--- src/design/imudr_pkg.sv ---
// ============================================================================
// imudr_pkg
// Shared types, operation codes and constants of the dead-reckoning integrator.
// ============================================================================
package imudr_pkg;

    // Default number of CORDIC rotations.
    localparam int CORDIC_STEPS_DEF = 16;

    // Width of the sequencer index (covers axes, reduction steps and up to 32
    // CORDIC rotations).
    localparam int IDX_W = 5;

    // Configuration register indexes.
    localparam logic [1:0] REG_TIME_STEP = 2'd0;
    localparam logic [1:0] REG_MAX_VEL   = 2'd1;
    localparam logic [1:0] REG_DAMPING   = 2'd2;
    localparam logic [1:0] REG_GRAVITY   = 2'd3;

    // Configuration reset values.
    localparam logic [15:0] TIME_STEP_RST = 16'd655;
    localparam logic [30:0] MAX_VEL_RST   = 31'd655360;
    localparam logic [15:0] DAMPING_RST   = 16'd64881;
    localparam logic [14:0] GRAVITY_RST   = 15'd2511;

    // Sequencer operation codes; the controller also uses them as its states.
    localparam logic [4:0] OP_NOP      = 5'd0;
    localparam logic [4:0] OP_LOAD     = 5'd1;
    localparam logic [4:0] OP_ANG_MUL  = 5'd2;
    localparam logic [4:0] OP_ANG_UPD  = 5'd3;
    localparam logic [4:0] OP_RED_INIT = 5'd4;
    localparam logic [4:0] OP_RED_STEP = 5'd5;
    localparam logic [4:0] OP_FOLD     = 5'd6;
    localparam logic [4:0] OP_CORDIC   = 5'd7;
    localparam logic [4:0] OP_ACC_MUL1 = 5'd8;
    localparam logic [4:0] OP_ACC_MUL2 = 5'd9;
    localparam logic [4:0] OP_ACC_FIN  = 5'd10;
    localparam logic [4:0] OP_ACC_Z    = 5'd11;
    localparam logic [4:0] OP_V_MUL1   = 5'd12;
    localparam logic [4:0] OP_V_ADD    = 5'd13;
    localparam logic [4:0] OP_V_MUL2   = 5'd14;
    localparam logic [4:0] OP_V_DAMP   = 5'd15;
    localparam logic [4:0] OP_P_MUL    = 5'd16;
    localparam logic [4:0] OP_P_UPD    = 5'd17;
    localparam logic [4:0] OP_DONE     = 5'd18;

    // Sequencer index limits.
    localparam logic [IDX_W-1:0] AXIS_LAST  = 5'd2;
    localparam logic [IDX_W-1:0] PLANE_LAST = 5'd1;
    localparam logic [IDX_W-1:0] RED_TOP    = 5'd8;

    // Angle constants in Q16.16 degrees.
    localparam logic [33:0] DEG360_34   = 34'd23592960;
    localparam logic [33:0] RED_BIAS    = 34'd3019898880;   // 128 turns
    localparam logic signed [25:0] DEG360_S = 26'sd23592960;
    localparam logic signed [25:0] DEG180_S = 26'sd11796480;
    localparam logic signed [25:0] DEG90_S  = 26'sd5898240;

    // CORDIC start value (inverse gain, Q2.30).
    localparam logic signed [32:0] CORDIC_GAIN = 33'sd652032874;

    typedef struct packed {
        logic [4:0]       op;
        logic [IDX_W-1:0] idx;
    } cmd_t;

    typedef struct packed {
        logic signed [15:0] accel_x;
        logic signed [15:0] accel_y;
        logic signed [15:0] accel_z;
        logic signed [15:0] rate_x;
        logic signed [15:0] rate_y;
        logic signed [15:0] rate_z;
    } in_t;

    typedef struct packed {
        logic signed [31:0] pos_x;
        logic signed [31:0] pos_y;
        logic signed [31:0] pos_z;
        logic signed [31:0] vel_x;
        logic signed [31:0] vel_y;
        logic signed [31:0] vel_z;
        logic signed [31:0] roll_deg;
        logic signed [31:0] pitch_deg;
        logic signed [31:0] yaw_deg;
    } out_t;

    // Arctangent of 2^-i in Q16.16 degrees.
    function automatic logic [21:0] atan_deg(input logic [IDX_W-1:0] i);
        logic [21:0] r;
        unique case (i)
            5'd0:  r = 22'd2949120;
            5'd1:  r = 22'd1740967;
            5'd2:  r = 22'd919879;
            5'd3:  r = 22'd466945;
            5'd4:  r = 22'd234379;
            5'd5:  r = 22'd117304;
            5'd6:  r = 22'd58666;
            5'd7:  r = 22'd29335;
            5'd8:  r = 22'd14668;
            5'd9:  r = 22'd7334;
            5'd10: r = 22'd3667;
            5'd11: r = 22'd1833;
            5'd12: r = 22'd917;
            5'd13: r = 22'd458;
            5'd14: r = 22'd229;
            5'd15: r = 22'd115;
            5'd16: r = 22'd57;
            5'd17: r = 22'd29;
            5'd18: r = 22'd14;
            5'd19: r = 22'd7;
            5'd20: r = 22'd4;
            5'd21: r = 22'd2;
            5'd22: r = 22'd1;
            default: r = 22'd0;
        endcase
        return r;
    endfunction

endpackage

--- src/design/imudr_ctrl.sv ---
// ============================================================================
// imudr_ctrl
// Sequencer that walks one sample through the shared datapath.
// ============================================================================
module imudr_ctrl #(
    parameter int CORDIC_STEPS = imudr_pkg::CORDIC_STEPS_DEF
) (
    input  logic              aclk,
    input  logic              aresetn,
    input  logic              s_valid,
    output logic              s_ready,
    output logic              m_valid,
    input  logic              m_ready,
    output imudr_pkg::cmd_t   cmd
);

    localparam logic [imudr_pkg::IDX_W-1:0] CORDIC_LAST =
        imudr_pkg::IDX_W'(CORDIC_STEPS - 1);

    logic [4:0]                  state_reg, state_next;
    logic [imudr_pkg::IDX_W-1:0] cnt_reg, cnt_next;
    logic                        m_valid_reg, m_valid_next;

    always_comb begin
        state_next = state_reg;
        cnt_next   = cnt_reg;
        cmd.op     = state_reg;
        cmd.idx    = cnt_reg;
        unique case (state_reg)
            imudr_pkg::OP_NOP: begin
                cmd.op = s_valid ? imudr_pkg::OP_LOAD : imudr_pkg::OP_NOP;
                if (s_valid) begin
                    state_next = imudr_pkg::OP_ANG_MUL;
                    cnt_next   = '0;
                end
            end
            imudr_pkg::OP_ANG_MUL: state_next = imudr_pkg::OP_ANG_UPD;
            imudr_pkg::OP_ANG_UPD: begin
                if (cnt_reg == imudr_pkg::AXIS_LAST) begin
                    state_next = imudr_pkg::OP_RED_INIT;
                    cnt_next   = imudr_pkg::RED_TOP;
                end else begin
                    state_next = imudr_pkg::OP_ANG_MUL;
                    cnt_next   = cnt_reg + 1'b1;
                end
            end
            imudr_pkg::OP_RED_INIT: state_next = imudr_pkg::OP_RED_STEP;
            imudr_pkg::OP_RED_STEP: begin
                if (cnt_reg == '0) begin
                    state_next = imudr_pkg::OP_FOLD;
                end else begin
                    cnt_next = cnt_reg - 1'b1;
                end
            end
            imudr_pkg::OP_FOLD: begin
                state_next = imudr_pkg::OP_CORDIC;
                cnt_next   = '0;
            end
            imudr_pkg::OP_CORDIC: begin
                if (cnt_reg == CORDIC_LAST) begin
                    state_next = imudr_pkg::OP_ACC_MUL1;
                    cnt_next   = '0;
                end else begin
                    cnt_next = cnt_reg + 1'b1;
                end
            end
            imudr_pkg::OP_ACC_MUL1: state_next = imudr_pkg::OP_ACC_MUL2;
            imudr_pkg::OP_ACC_MUL2: state_next = imudr_pkg::OP_ACC_FIN;
            imudr_pkg::OP_ACC_FIN: begin
                if (cnt_reg == imudr_pkg::PLANE_LAST) begin
                    state_next = imudr_pkg::OP_ACC_Z;
                end else begin
                    state_next = imudr_pkg::OP_ACC_MUL1;
                    cnt_next   = cnt_reg + 1'b1;
                end
            end
            imudr_pkg::OP_ACC_Z: begin
                state_next = imudr_pkg::OP_V_MUL1;
                cnt_next   = '0;
            end
            imudr_pkg::OP_V_MUL1: state_next = imudr_pkg::OP_V_ADD;
            imudr_pkg::OP_V_ADD:  state_next = imudr_pkg::OP_V_MUL2;
            imudr_pkg::OP_V_MUL2: state_next = imudr_pkg::OP_V_DAMP;
            imudr_pkg::OP_V_DAMP: state_next = imudr_pkg::OP_P_MUL;
            imudr_pkg::OP_P_MUL:  state_next = imudr_pkg::OP_P_UPD;
            imudr_pkg::OP_P_UPD: begin
                if (cnt_reg == imudr_pkg::AXIS_LAST) begin
                    state_next = imudr_pkg::OP_DONE;
                end else begin
                    state_next = imudr_pkg::OP_V_MUL1;
                    cnt_next   = cnt_reg + 1'b1;
                end
            end
            imudr_pkg::OP_DONE: begin
                if (!m_valid_reg || m_ready) begin
                    state_next = imudr_pkg::OP_NOP;
                end else begin
                    cmd.op = imudr_pkg::OP_NOP;
                end
            end
            default: state_next = imudr_pkg::OP_NOP;
        endcase
    end

    always_comb begin
        m_valid_next = m_valid_reg;
        priority if (cmd.op == imudr_pkg::OP_DONE) begin
            m_valid_next = 1'b1;
        end else if (m_ready) begin
            m_valid_next = 1'b0;
        end
    end

    always_ff @(posedge aclk) begin
        if (!aresetn) begin
            state_reg   <= imudr_pkg::OP_NOP;
            cnt_reg     <= '0;
            m_valid_reg <= 1'b0;
        end else begin
            state_reg   <= state_next;
            cnt_reg     <= cnt_next;
            m_valid_reg <= m_valid_next;
        end
    end

    assign s_ready = (state_reg == imudr_pkg::OP_NOP);
    assign m_valid = m_valid_reg;

    // An accepted sample always starts with the roll rate product.
    a_start: assert property (@(posedge aclk) disable iff (!aresetn)
        (s_valid && s_ready) |=> (state_reg == imudr_pkg::OP_ANG_MUL && cnt_reg == '0))
        else $error("sequence did not start at the first angle step");

    // The rotation counter never runs past the configured step count.
    a_cordic_cnt: assert property (@(posedge aclk) disable iff (!aresetn)
        (state_reg == imudr_pkg::OP_CORDIC) |-> (cnt_reg <= CORDIC_LAST))
        else $error("CORDIC counter out of range");

    // The reduction never shifts the turn constant past its top step.
    a_red_cnt: assert property (@(posedge aclk) disable iff (!aresetn)
        (state_reg == imudr_pkg::OP_RED_STEP) |-> (cnt_reg <= imudr_pkg::RED_TOP))
        else $error("reduction counter out of range");

    // A new result is never loaded over one that is still waiting.
    a_no_overwrite: assert property (@(posedge aclk) disable iff (!aresetn)
        (cmd.op == imudr_pkg::OP_DONE) |-> (!m_valid_reg || m_ready))
        else $error("result register overwritten");

endmodule

--- src/design/imudr_datapath.sv ---
// ============================================================================
// imudr_datapath
// State stores, configuration, shared multiplier, angle reduction, CORDIC and the state updates.
// ============================================================================
module imudr_datapath (
    input  logic             aclk,
    input  logic             aresetn,
    input  imudr_pkg::cmd_t  cmd,
    input  imudr_pkg::in_t   s_data,
    output imudr_pkg::out_t  m_data,
    input  logic             cfg_we,
    input  logic [1:0]       cfg_index,
    input  logic [30:0]      cfg_wdata
);

    function automatic logic signed [31:0] sat32(input logic signed [33:0] v);
        logic signed [31:0] r;
        if (v > 34'sh0_7FFF_FFFF) begin
            r = 32'sh7FFF_FFFF;
        end else if (v < -34'sh0_8000_0000) begin
            r = 32'sh8000_0000;
        end else begin
            r = v[31:0];
        end
        return r;
    endfunction

    // Configuration.
    logic [15:0] time_step_reg;
    logic [30:0] max_vel_reg;
    logic [15:0] damping_reg;
    logic [14:0] gravity_reg;

    // Architectural state.
    logic signed [31:0] angle_reg [3];
    logic signed [31:0] angle_next [3];
    logic signed [31:0] vel_reg [3];
    logic signed [31:0] vel_next [3];
    logic signed [31:0] pos_reg [3];
    logic signed [31:0] pos_next [3];
    logic signed [17:0] prev_reg [3];
    logic signed [17:0] prev_next [3];

    // Working registers.
    imudr_pkg::in_t     in_reg, in_next;
    imudr_pkg::out_t    out_reg, out_next;
    logic signed [17:0] cur_reg [3];
    logic signed [17:0] cur_next [3];
    logic signed [49:0] p_reg, p_next;
    logic signed [49:0] acc_reg, acc_next;
    logic signed [32:0] v_reg, v_next;
    logic [33:0]        t_reg, t_next;
    logic signed [24:0] z_reg, z_next;
    logic signed [32:0] x_reg, x_next;
    logic signed [32:0] y_reg, y_next;
    logic               flip_reg, flip_next;

    logic [1:0]         k;
    logic signed [32:0] mul_a;
    logic signed [16:0] mul_b;
    logic signed [16:0] ts_b;
    logic signed [32:0] cos_v, sin_v;
    logic signed [15:0] rate_k;
    logic signed [49:0] rnd6, rnd9, rnd16;
    logic signed [50:0] plane_sum, rnd30;
    logic signed [33:0] lim34, vd;
    logic [33:0]        red_sub;
    logic signed [25:0] tz, hz;
    logic signed [32:0] xs, ys;
    logic signed [24:0] at;
    logic signed [18:0] asum;

    assign k     = cmd.idx[1:0];
    assign ts_b  = $signed({1'b0, time_step_reg});
    assign cos_v = flip_reg ? -x_reg : x_reg;
    assign sin_v = flip_reg ? -y_reg : y_reg;

    always_comb begin
        unique case (k)
            2'd0:    rate_k = in_reg.rate_x;
            2'd1:    rate_k = in_reg.rate_y;
            default: rate_k = in_reg.rate_z;
        endcase
    end

    assign asum = 19'(prev_reg[k]) + 19'(cur_reg[k]);

    // Shared multiplier operand selection.
    always_comb begin
        mul_a = '0;
        mul_b = '0;
        unique case (cmd.op)
            imudr_pkg::OP_ANG_MUL: begin
                mul_a = 33'(rate_k);
                mul_b = ts_b;
            end
            imudr_pkg::OP_ACC_MUL1: begin
                mul_a = (k == 2'd0) ? cos_v : sin_v;
                mul_b = 17'(in_reg.accel_x);
            end
            imudr_pkg::OP_ACC_MUL2: begin
                mul_a = (k == 2'd0) ? sin_v : cos_v;
                mul_b = 17'(in_reg.accel_y);
            end
            imudr_pkg::OP_V_MUL1: begin
                mul_a = 33'(asum);
                mul_b = ts_b;
            end
            imudr_pkg::OP_V_MUL2: begin
                mul_a = v_reg;
                mul_b = $signed({1'b0, damping_reg});
            end
            imudr_pkg::OP_P_MUL: begin
                mul_a = 33'(vel_reg[k]);
                mul_b = ts_b;
            end
            default: begin
                mul_a = '0;
                mul_b = '0;
            end
        endcase
    end

    assign p_next = mul_a * mul_b;

    // Round-half-up scalings of the last product and of the plane sum.
    assign rnd6  = (p_reg + 50'sd32) >>> 6;
    assign rnd9  = (p_reg + 50'sd256) >>> 9;
    assign rnd16 = (p_reg + 50'sd32768) >>> 16;
    assign plane_sum = (k == 2'd0) ? (51'(acc_reg) - 51'(p_reg))
                                   : (51'(acc_reg) + 51'(p_reg));
    assign rnd30 = (plane_sum + 51'sd536870912) >>> 30;

    assign lim34   = $signed({3'b000, max_vel_reg});
    assign red_sub = imudr_pkg::DEG360_34 << cmd.idx;
    assign tz      = $signed({1'b0, t_reg[24:0]});
    assign hz      = (tz >= imudr_pkg::DEG180_S) ? (tz - imudr_pkg::DEG360_S) : tz;
    assign xs      = x_reg >>> cmd.idx;
    assign ys      = y_reg >>> cmd.idx;
    assign at      = $signed({3'b000, imudr_pkg::atan_deg(cmd.idx)});

    always_comb begin
        if ($signed(rnd16[33:0]) > lim34) begin
            vd = lim34;
        end else if ($signed(rnd16[33:0]) < -lim34) begin
            vd = -lim34;
        end else begin
            vd = $signed(rnd16[33:0]);
        end
    end

    always_comb begin
        angle_next = angle_reg;
        vel_next   = vel_reg;
        pos_next   = pos_reg;
        prev_next  = prev_reg;
        cur_next   = cur_reg;
        in_next    = in_reg;
        out_next   = out_reg;
        acc_next   = acc_reg;
        v_next     = v_reg;
        t_next     = t_reg;
        z_next     = z_reg;
        x_next     = x_reg;
        y_next     = y_reg;
        flip_next  = flip_reg;
        unique case (cmd.op)
            imudr_pkg::OP_LOAD: in_next = s_data;
            imudr_pkg::OP_ANG_UPD: begin
                angle_next[k] = sat32(34'(angle_reg[k]) + rnd6[33:0]);
            end
            imudr_pkg::OP_RED_INIT: begin
                t_next = 34'(angle_reg[2]) + imudr_pkg::RED_BIAS;
            end
            imudr_pkg::OP_RED_STEP: begin
                if (t_reg >= red_sub) begin
                    t_next = t_reg - red_sub;
                end
            end
            imudr_pkg::OP_FOLD: begin
                x_next = imudr_pkg::CORDIC_GAIN;
                y_next = '0;
                if (hz > imudr_pkg::DEG90_S) begin
                    z_next    = 25'(hz - imudr_pkg::DEG180_S);
                    flip_next = 1'b1;
                end else if (hz < -imudr_pkg::DEG90_S) begin
                    z_next    = 25'(hz + imudr_pkg::DEG180_S);
                    flip_next = 1'b1;
                end else begin
                    z_next    = hz[24:0];
                    flip_next = 1'b0;
                end
            end
            imudr_pkg::OP_CORDIC: begin
                if (!z_reg[24]) begin
                    x_next = x_reg - ys;
                    y_next = y_reg + xs;
                    z_next = z_reg - at;
                end else begin
                    x_next = x_reg + ys;
                    y_next = y_reg - xs;
                    z_next = z_reg + at;
                end
            end
            imudr_pkg::OP_ACC_MUL2: acc_next = p_reg;
            imudr_pkg::OP_ACC_FIN:  cur_next[k] = rnd30[17:0];
            imudr_pkg::OP_ACC_Z: begin
                cur_next[2] = 18'(in_reg.accel_z) - $signed({3'b000, gravity_reg});
            end
            imudr_pkg::OP_V_ADD: begin
                v_next       = 33'(vel_reg[k]) + rnd9[32:0];
                prev_next[k] = cur_reg[k];
            end
            imudr_pkg::OP_V_DAMP: vel_next[k] = vd[31:0];
            imudr_pkg::OP_P_UPD: begin
                pos_next[k] = sat32(34'(pos_reg[k]) + rnd16[33:0]);
            end
            imudr_pkg::OP_DONE: begin
                out_next.pos_x     = pos_reg[0];
                out_next.pos_y     = pos_reg[1];
                out_next.pos_z     = pos_reg[2];
                out_next.vel_x     = vel_reg[0];
                out_next.vel_y     = vel_reg[1];
                out_next.vel_z     = vel_reg[2];
                out_next.roll_deg  = angle_reg[0];
                out_next.pitch_deg = angle_reg[1];
                out_next.yaw_deg   = angle_reg[2];
            end
            default: ;
        endcase
    end

    always_ff @(posedge aclk) begin
        if (!aresetn) begin
            time_step_reg <= imudr_pkg::TIME_STEP_RST;
            max_vel_reg   <= imudr_pkg::MAX_VEL_RST;
            damping_reg   <= imudr_pkg::DAMPING_RST;
            gravity_reg   <= imudr_pkg::GRAVITY_RST;
            angle_reg     <= '{default: '0};
            vel_reg       <= '{default: '0};
            pos_reg       <= '{default: '0};
            prev_reg      <= '{default: '0};
        end else begin
            angle_reg <= angle_next;
            vel_reg   <= vel_next;
            pos_reg   <= pos_next;
            prev_reg  <= prev_next;
            if (cfg_we) begin
                unique case (cfg_index)
                    imudr_pkg::REG_TIME_STEP: time_step_reg <= cfg_wdata[15:0];
                    imudr_pkg::REG_MAX_VEL:   max_vel_reg   <= cfg_wdata;
                    imudr_pkg::REG_DAMPING:   damping_reg   <= cfg_wdata[15:0];
                    imudr_pkg::REG_GRAVITY:   gravity_reg   <= cfg_wdata[14:0];
                endcase
            end
        end
    end

    always_ff @(posedge aclk) begin
        in_reg   <= in_next;
        out_reg  <= out_next;
        cur_reg  <= cur_next;
        p_reg    <= p_next;
        acc_reg  <= acc_next;
        v_reg    <= v_next;
        t_reg    <= t_next;
        z_reg    <= z_next;
        x_reg    <= x_next;
        y_reg    <= y_next;
        flip_reg <= flip_next;
    end

    assign m_data = out_reg;

endmodule

--- src/design/imu_dead_reckoning_integrator_top.sv ---
// ============================================================================
// imu_dead_reckoning_integrator_top
// Strapdown dead-reckoning integrator: angles, yaw-rotated acceleration,
// damped and clamped velocity, and position, all in fixed point.
// ============================================================================
//
//  Channel  Direction  Handshake           Beat contents
//  s_       in         s_valid / s_ready   one IMU sample (in_t)
//  m_       out        m_valid / m_ready   nine state values (out_t)
//  cfg_     in         cfg_we              register index and write data
//
// A sample occupies the block from its accept until the sequencer returns to
// idle, and no new sample is accepted before that; the result register is
// loaded in the final step. The sequence is bound by the single shared
// 33x17 multiplier (16 products), a nine-step restoring reduction of yaw
// modulo one turn, and one CORDIC rotation a cycle.
// Reset is synchronous and active low; it restores the register defaults and
// clears all angles, velocities, positions and the stored acceleration.
// The result register decouples the output: the next sample is accepted while
// a result beat waits, and only the final load waits for m_ready.
// Configuration writes take effect at once and are meant for idle periods.
//
module imu_dead_reckoning_integrator_top #(
    parameter int CORDIC_STEPS = imudr_pkg::CORDIC_STEPS_DEF
) (
    input  logic             aclk,
    input  logic             aresetn,
    input  logic             s_valid,
    output logic             s_ready,
    input  imudr_pkg::in_t   s_data,
    output logic             m_valid,
    input  logic             m_ready,
    output imudr_pkg::out_t  m_data,
    input  logic             cfg_we,
    input  logic [1:0]       cfg_index,
    input  logic [30:0]      cfg_wdata
);

    // Command from the sequencer to the datapath, one operation per cycle.
    imudr_pkg::cmd_t cmd;

    imudr_ctrl #(
        .CORDIC_STEPS(CORDIC_STEPS)
    ) u_ctrl (
        .aclk    (aclk),
        .aresetn (aresetn),
        .s_valid (s_valid),
        .s_ready (s_ready),
        .m_valid (m_valid),
        .m_ready (m_ready),
        .cmd     (cmd)
    );

    // The datapath holds all state, so the result is the stores themselves,
    // copied into the output register at the end of the sequence.
    imudr_datapath u_datapath (
        .aclk      (aclk),
        .aresetn   (aresetn),
        .cmd       (cmd),
        .s_data    (s_data),
        .m_data    (m_data),
        .cfg_we    (cfg_we),
        .cfg_index (cfg_index),
        .cfg_wdata (cfg_wdata)
    );

endmodule
--- config.mk ---
export PLATFORM = sky130hd
export DESIGN_NAME = imu_dead_reckoning_integrator_top
export DESIGN_NICKNAME = d
export VERILOG_FILES = /design/src/design/imudr_pkg.sv /design/src/design/imudr_ctrl.sv /design/src/design/imudr_datapath.sv /design/src/design/imu_dead_reckoning_integrator_top.sv
export SDC_FILE = /design/constraint.sdc
export NUM_CORES = 2
export LEC_CHECK = 0
export BUFFER_PORTS_ARGS = -buffer_cell sky130_fd_sc_hd__clkbuf_2
export CAP_MARGIN = 0
export CORE_MARGIN = 5
export CORE_UTILIZATION = 60
export CTS_CLUSTER_SIZE = 12
export DETAILED_ROUTE_END_ITERATION = 16
export GPL_ROUTABILITY_DRIVEN = 0
export PLACE_DENSITY = 0.79
export SYNTH_ARGS = -nofsm -noshare
export SYNTH_HDL_FRONTEND = slang
export SYNTH_SLANG_ARGS = --single-unit
--- constraint.sdc ---
create_clock -name aclk -period 13.98 [get_ports aclk]
set_input_delay 2.097 -clock aclk [delete_from_list [all_inputs] [get_ports aclk]]
set_output_delay 2.097 -clock aclk [all_outputs]
set_load 0.005 [all_outputs]
* Yosys cells after proc, flatten, opt, wreduce, memory -nomap -nowiden
Memories as Yosys holds them, arrays and structs flattened. A register that Yosys moved wholly into a read port is not among the register bits.
Cells that the tools add are included.
** Operators by class
- Add/subtract/negate cells :: 27
- $mul :: 1
- Magnitude comparators :: 12
- Eq/ne operators :: 50
- Shift-type cells :: 3
- Muxes and demuxes :: 75
- Bitwise gates (word level) :: 1
- Reductions and logical operators :: 21
** Operator list (count)
- 32-bit two-way mux :: 15
- 96-bit bitwise mux :: 3
- 33-bit two-way mux :: 6
- 33-bit one-hot mux with 6 select lines :: 1
- 32-bit binary-select mux with 2-bit select :: 3
- 33-bit one-hot mux with 2 select lines :: 2
- 54-bit bitwise mux :: 2
- 33-bit adder :: 3
- 18-bit two-way mux :: 5
- 5-bit one-hot mux with 18 select lines :: 1
- 5-bit by 4-bit equality test with 1-bit output (second input constant) :: 17
- 25-bit two-way mux :: 3
- 18-bit binary-select mux with 2-bit select :: 2
- 5-bit two-way mux :: 14
- 34-bit adder :: 2
- 34-bit by 32-bit > comparator with 1-bit output (second input constant) :: 2
- 34-bit by 32-bit < comparator with 1-bit output (second input constant) :: 2
- 17-bit one-hot mux with 4 select lines :: 1
- 34-bit one-hot mux with 2 select lines :: 1
- 33-bit negator :: 2
- 33-bit by 5-bit >>> shifter with 33-bit output :: 2
- 33-bit subtractor :: 2
- 32-bit demux with 2-bit select :: 1
- 50-bit by 17-bit adder with 50-bit output (second input constant) :: 1
- other kinds (60) :: 97
** Storage, ports and cells
- Bits in registers :: 1126
- Memory bits (read-only) :: 704
- Word-level logic and storage cells :: 236
- Memories :: 1
** Memory list
- (name not given) :: depth 32, bits a word 22, read ports 1, clocked after memory_dff 1, write ports 0, line imudr_pkg.sv:91 : unique case (i)

* Longest topological paths before layout
- Word-level depth :: 10
- Mapped depth :: 50

* Cells and area by module
Synthesis repeated with hierarchy kept, for this count alone.
** Unflattened totals
- Cell total of the unflattened synthesis :: 9379
- Area, all modules :: 87406.3 um2
** Modules (own cells, without submodules)
- imudr_datapath :: instances 1, cells each 9209, area an instance 86127.6 um2
- imudr_ctrl :: instances 1, cells each 170, area an instance 1278.7 um2

* Worst setup path before layout
OpenSTA, ideal clock, no wires.
- Path type :: reg-to-reg
- Start :: register u_ctrl.cnt_reg[1] in the netlist's numbering
- End :: register u_datapath.p_reg[47]
- Library setup time :: 0.124 ns
- Data arrival time :: 11.467 ns
- Data required time :: 13.856 ns
- Path slack :: 2.389 ns
- Cell stages (with the launch flop) :: 42
- Path buffers :: 7
- Period minus slack after synthesis :: 11.591 ns
- Cell sequence :: dfxtp_1 buf_4 buf_4 buf_2 buf_1 buf_1 buf_2 clkbuf_1 mux2i_1 o21ai_0 ha_1 fa_1 a21oi_1 o21bai_1 a2111oi_0 o21ai_0 nor2_1 xnor2_1 [6 not listed] inv_1 fa_1 inv_1 fa_1 inv_1 fa_1 ha_1 and3_1 nand2_1 a2111oi_0 o22ai_1 o221ai_1 a21oi_1 o21ai_0 nand2_1 a21oi_1 a311oi_1 xnor2_1
** Between the ends
- Cells in the longest elaborated chain, start to end :: 7
** Ends and longest elaborated chain
- start, declared :: line imudr_ctrl.sv:21 : logic [imudr_pkg::IDX_W-1:0] cnt_reg, cnt_next;
- start signal, assigned :: line imudr_ctrl.sv:121 : cnt_reg <= cnt_next;
- 2-bit NOT with 3-bit output (implied by the code) :: line imudr_datapath.sv:86, imudr_datapath.sv:114
- 18-bit binary-select mux with 2-bit select :: line imudr_datapath.sv:86 : assign asum = 19'(prev_reg[k]) + 19'(cur_reg[k]);
- 18-bit two-way mux (implied by the code) (2 in a row) :: line imudr_datapath.sv:86
- 18-bit by 18-bit adder with 19-bit output :: line imudr_datapath.sv:86
- 33-bit one-hot mux with 6 select lines (*) :: line imudr_datapath.sv:92 : unique case (cmd.op)
- 33-bit by 17-bit multiplier with 50-bit output (*) :: line imudr_datapath.sv:124 : assign p_next = mul_a * mul_b;
- via u_datapath.p_next[47] :: line imudr_datapath.sv:49 : logic signed [49:0] p_reg, p_next;
- end signal, assigned :: line imudr_datapath.sv:263 : p_reg <= p_next;
- end, declared :: line imudr_datapath.sv:49
Mark *: on every way through the listed nets, which the timed path passes. The rest lies on a longest branch. The select of a mux whose other input is x is not followed.
A chain may end at the register's enable or synchronous reset.

* Worst setup path after layout
- Start :: register u_ctrl.cnt_reg[0] in the netlist's numbering
- End :: register u_datapath.p_reg[49]
The elaborated chain is that of the path after synthesis.

==> impl_metrics.ini <==
[layout]
layout-drive-gt1-share_pct = 10.1
final_cell_count_no_fill = 11612
largest_register_ff_count = 288
area_delta_synth_final_pct = 9.04
final_core_util_pct = 65.7
nets_final = 10752
finish.instance_area_um2 = 95700
n_fill_cell = 11195

[routing]
wl_mm = 297
drt-pass1-iter-count = 13
routed_via_density = 6.63
ant_nets = 0
routed_wire_length_per_instance_um = 25.6
drt-initial-drc-count = 11300
remaining_drc_errors = 0
vias = 77028

[timing]
fin_setup_tns_ps = 0
worst_pin_slew_ps = 1560
layout_worst_path_cycle_share_pct = 89.4
final-max-slew-violation-count = 4
max_slew_headroom_at_the_worst_pin_pct = -5.28
setup_viol = 0
fin_worst_skew_ps = 72.8
finalWorstSetupSlack_ps = 1480
grt_setup_unrepaired = no
fin_crit_ps = 12500
worst_hold_margin_ps = 447
max_freq_ghz = 0.0800
final_hold_vios = 0

[die]
coreArea_um2 = 146000
boundaryPins = 424
standard_cell_row_count = 140
floorplan.die.width_um = 392
die_area_um2 = 154000
initial_core_utilization_pct = 60.3
die_h_um = 392

[worst_setup_path]
timing.critical_path.from_type = register
timing.critical_path.slowest_stage_cell = sky130_fd_sc_hd__a311o_1
crit_fanout = 19
worst_path_largest_cell_delay_ps = 890
timing_worst_setup_path_type = register to register
path_delay_family = compound AO/OA/AOI/OAI gates
cp_num_buf_inv = 7
arrival_ps = 13180
worst-endpoint-required_ps = 14660
worst_setup_path_end_kind = register

[synth]
ys.flop_type = sky130_fd_sc_hd__edfxtp_1
synth.cell_area_um2 = 87700
synth.lib_cells_used.distinct = 105
synth.largest_area_cell = sky130_fd_sc_hd__edfxtp_1
sequential_to_total_area_share_from_yosys_stat_pct = 33.6
fraction_of_registers_with_async_set_reset_pct = 0
ys_seq_elements = 1148
synth_enable_flop_cells = 645
instance_count_of_the_mapped_netlist = 9372
syn_avg_cell_area_um2 = 9.36
synth_warnings = 0
synth.net_count = 10550
synth_top_cell_area_share_pct = 22.1
post_synth_main_area_contributors = sky130_fd_sc_hd__edfxtp_1, sky130_fd_sc_hd__fa_1, sky130_fd_sc_hd__dfxtp_1

[grt]
vias_in_the_first_global_route = 74255
grt_pass1_wl_mm = 446
grt_overflow = 0
antenna_found_initial = 17
grt_max_degree = 127
gr-usage-all-layers_pct = 37.8

[clocking]
clkSinkCount = 1148
cts_buffer_depth = 3
cts.root.buffer_cell = sky130_fd_sc_hd__clkbuf_16
tritoncts.num_buffers = 119
count_of_cells_resized_by_post_cts_repair = 0
holdBufCountCts = 0
buffers_inserted_by_post_cts_timing_repair = 0
tritoncts = done
worst_setup_hold_path_clk_slew_ps = 70
cts_h_tree_depth = 3
clk-insertion-delay-late_ps = 800

[power]
powerDensity_nw_per_um2 = 139
vdd_ir_drop_max_mv = 0.130
p_leak_nw = 40.0
total_power_consumption_of_the_routed_design_mw = 13.3

[place]
post-place-ws_ps = 1700
dp.final_hpwl_mm = 224
detailed_place.area_um2 = 91700
dpl.cell_count = 11370
place.port_buffers = 423

[job]
maxCapViolations = 3

[min_path]
worstHoldPathType = register to register

[status]
failed_checks = max-capacitance violations, max-slew violations
outcome = finished with violations
## metal layers
| layer | vias up | routed length, um | track usage (%) |
|---|---|---|---|
| met4 | 12 | 24700 | 24.3 |
| li1 | 33259 | - | - |
| met1 | 36575 | 104000 | 47.6 |
| met2 | 5735 | 126000 | 56.3 |
| met3 | 1447 | 42500 | 11.8 |
| met5 | - | 84 | 0.287 |
## worst register-to-register path, delay by kind of cell, from the launching register on
| family | cells | cell delay [ps] |
|---|---|---|
| flops | 1 | 550 |
| simple gates | 5 | 2000 |
| compound gates | 16 | 5040 |
| fa+ha+maj | 8 | 3610 |
| xor+xnor | 1 | 90 |
| buf+inv | 7 | 1140 |
## path summary, 6_finish.rpt
check             slack [ps]  cells after the start               endpoint                 from
setup / recovery        1480                     37   u_datapath.p_reg[49]    u_ctrl.cnt_reg[0]
hold / removal           450                      0  u_datapath.acc_reg[4]  u_datapath.p_reg[4]
setup reg to reg        1480                     37   u_datapath.p_reg[49]    u_ctrl.cnt_reg[0]
hold reg to reg          450                      0  u_datapath.acc_reg[4]  u_datapath.p_reg[4]
## cell type report
class / instances / area, um2 / area share (%)
multi-input cells: 6985 / 53800 / 56.2
well taps: 1917 / 2400 / 2.51
diodes: 14 / 35.0 / 0.0366
clock buffers: 197 / 3480 / 3.64
repair buffers: 563 / 3200 / 3.34
flip-flops and latches: 1148 / 29400 / 30.8
inverters: 757 / 2840 / 2.97
clock inverters: 31 / 460 / 0.481
## cell usage after synthesis, drive strengths merged, types with 53 or more instances
library cell	count
nor4	53
ha	499
nor2b	90
buf	76
a21o	174
mux4	98
and2	91
nor2	880
mux2i	191
a31oi	65
dfxtp	503
nand3	131
edfxtp	645
xor2	237
nand4	62
o31ai	64
fa	545
nand2b	83
nand2	968
a21oi	705
and3	62
nor3	122
or3	56
xnor2	354
a211oi	142
o21ai	633
o21a	76
clkbuf	406
inv	751
## cells in the final DEF (no fill, tap or decap), types with 237 or more instances in the layout
cell type                  netlist  routed
sky130_fd_sc_hd__xor2_1        237     237
sky130_fd_sc_hd__o21ai_0       626     624
sky130_fd_sc_hd__inv_1         748     746
sky130_fd_sc_hd__ha_1          499     497
sky130_fd_sc_hd__xnor2_1       354     354
sky130_fd_sc_hd__dfxtp_1       503     500
sky130_fd_sc_hd__nand2_1       968     968
sky130_fd_sc_hd__clkbuf_2        0     423
sky130_fd_sc_hd__fa_1          545     545
sky130_fd_sc_hd__a21oi_1       705     703
sky130_fd_sc_hd__edfxtp_1      645     645
sky130_fd_sc_hd__nor2_1        877     865
## power breakdown
part,switching (mW),total (mW),internal (mW)
combinational,3.93,5.90,1.97
sequential,0.262,4.13,3.87
clock,1.43,3.23,1.80
total,5.62,13.3,7.64
## kinds of logic after synthesis
logic type / after synthesis / share of synthesized area (%)
mux: 308 / 5.03
fa+ha+maj: 1044 / 19.5
xor+xnor: 591 / 5.90
simple gates: 2733 / 14.1
compound gates: 2309 / 16.4
flops: 1148 / 33.6
buf+inv: 1239 / 5.46
No activity file was read; power rests on OpenSTA's default activity.
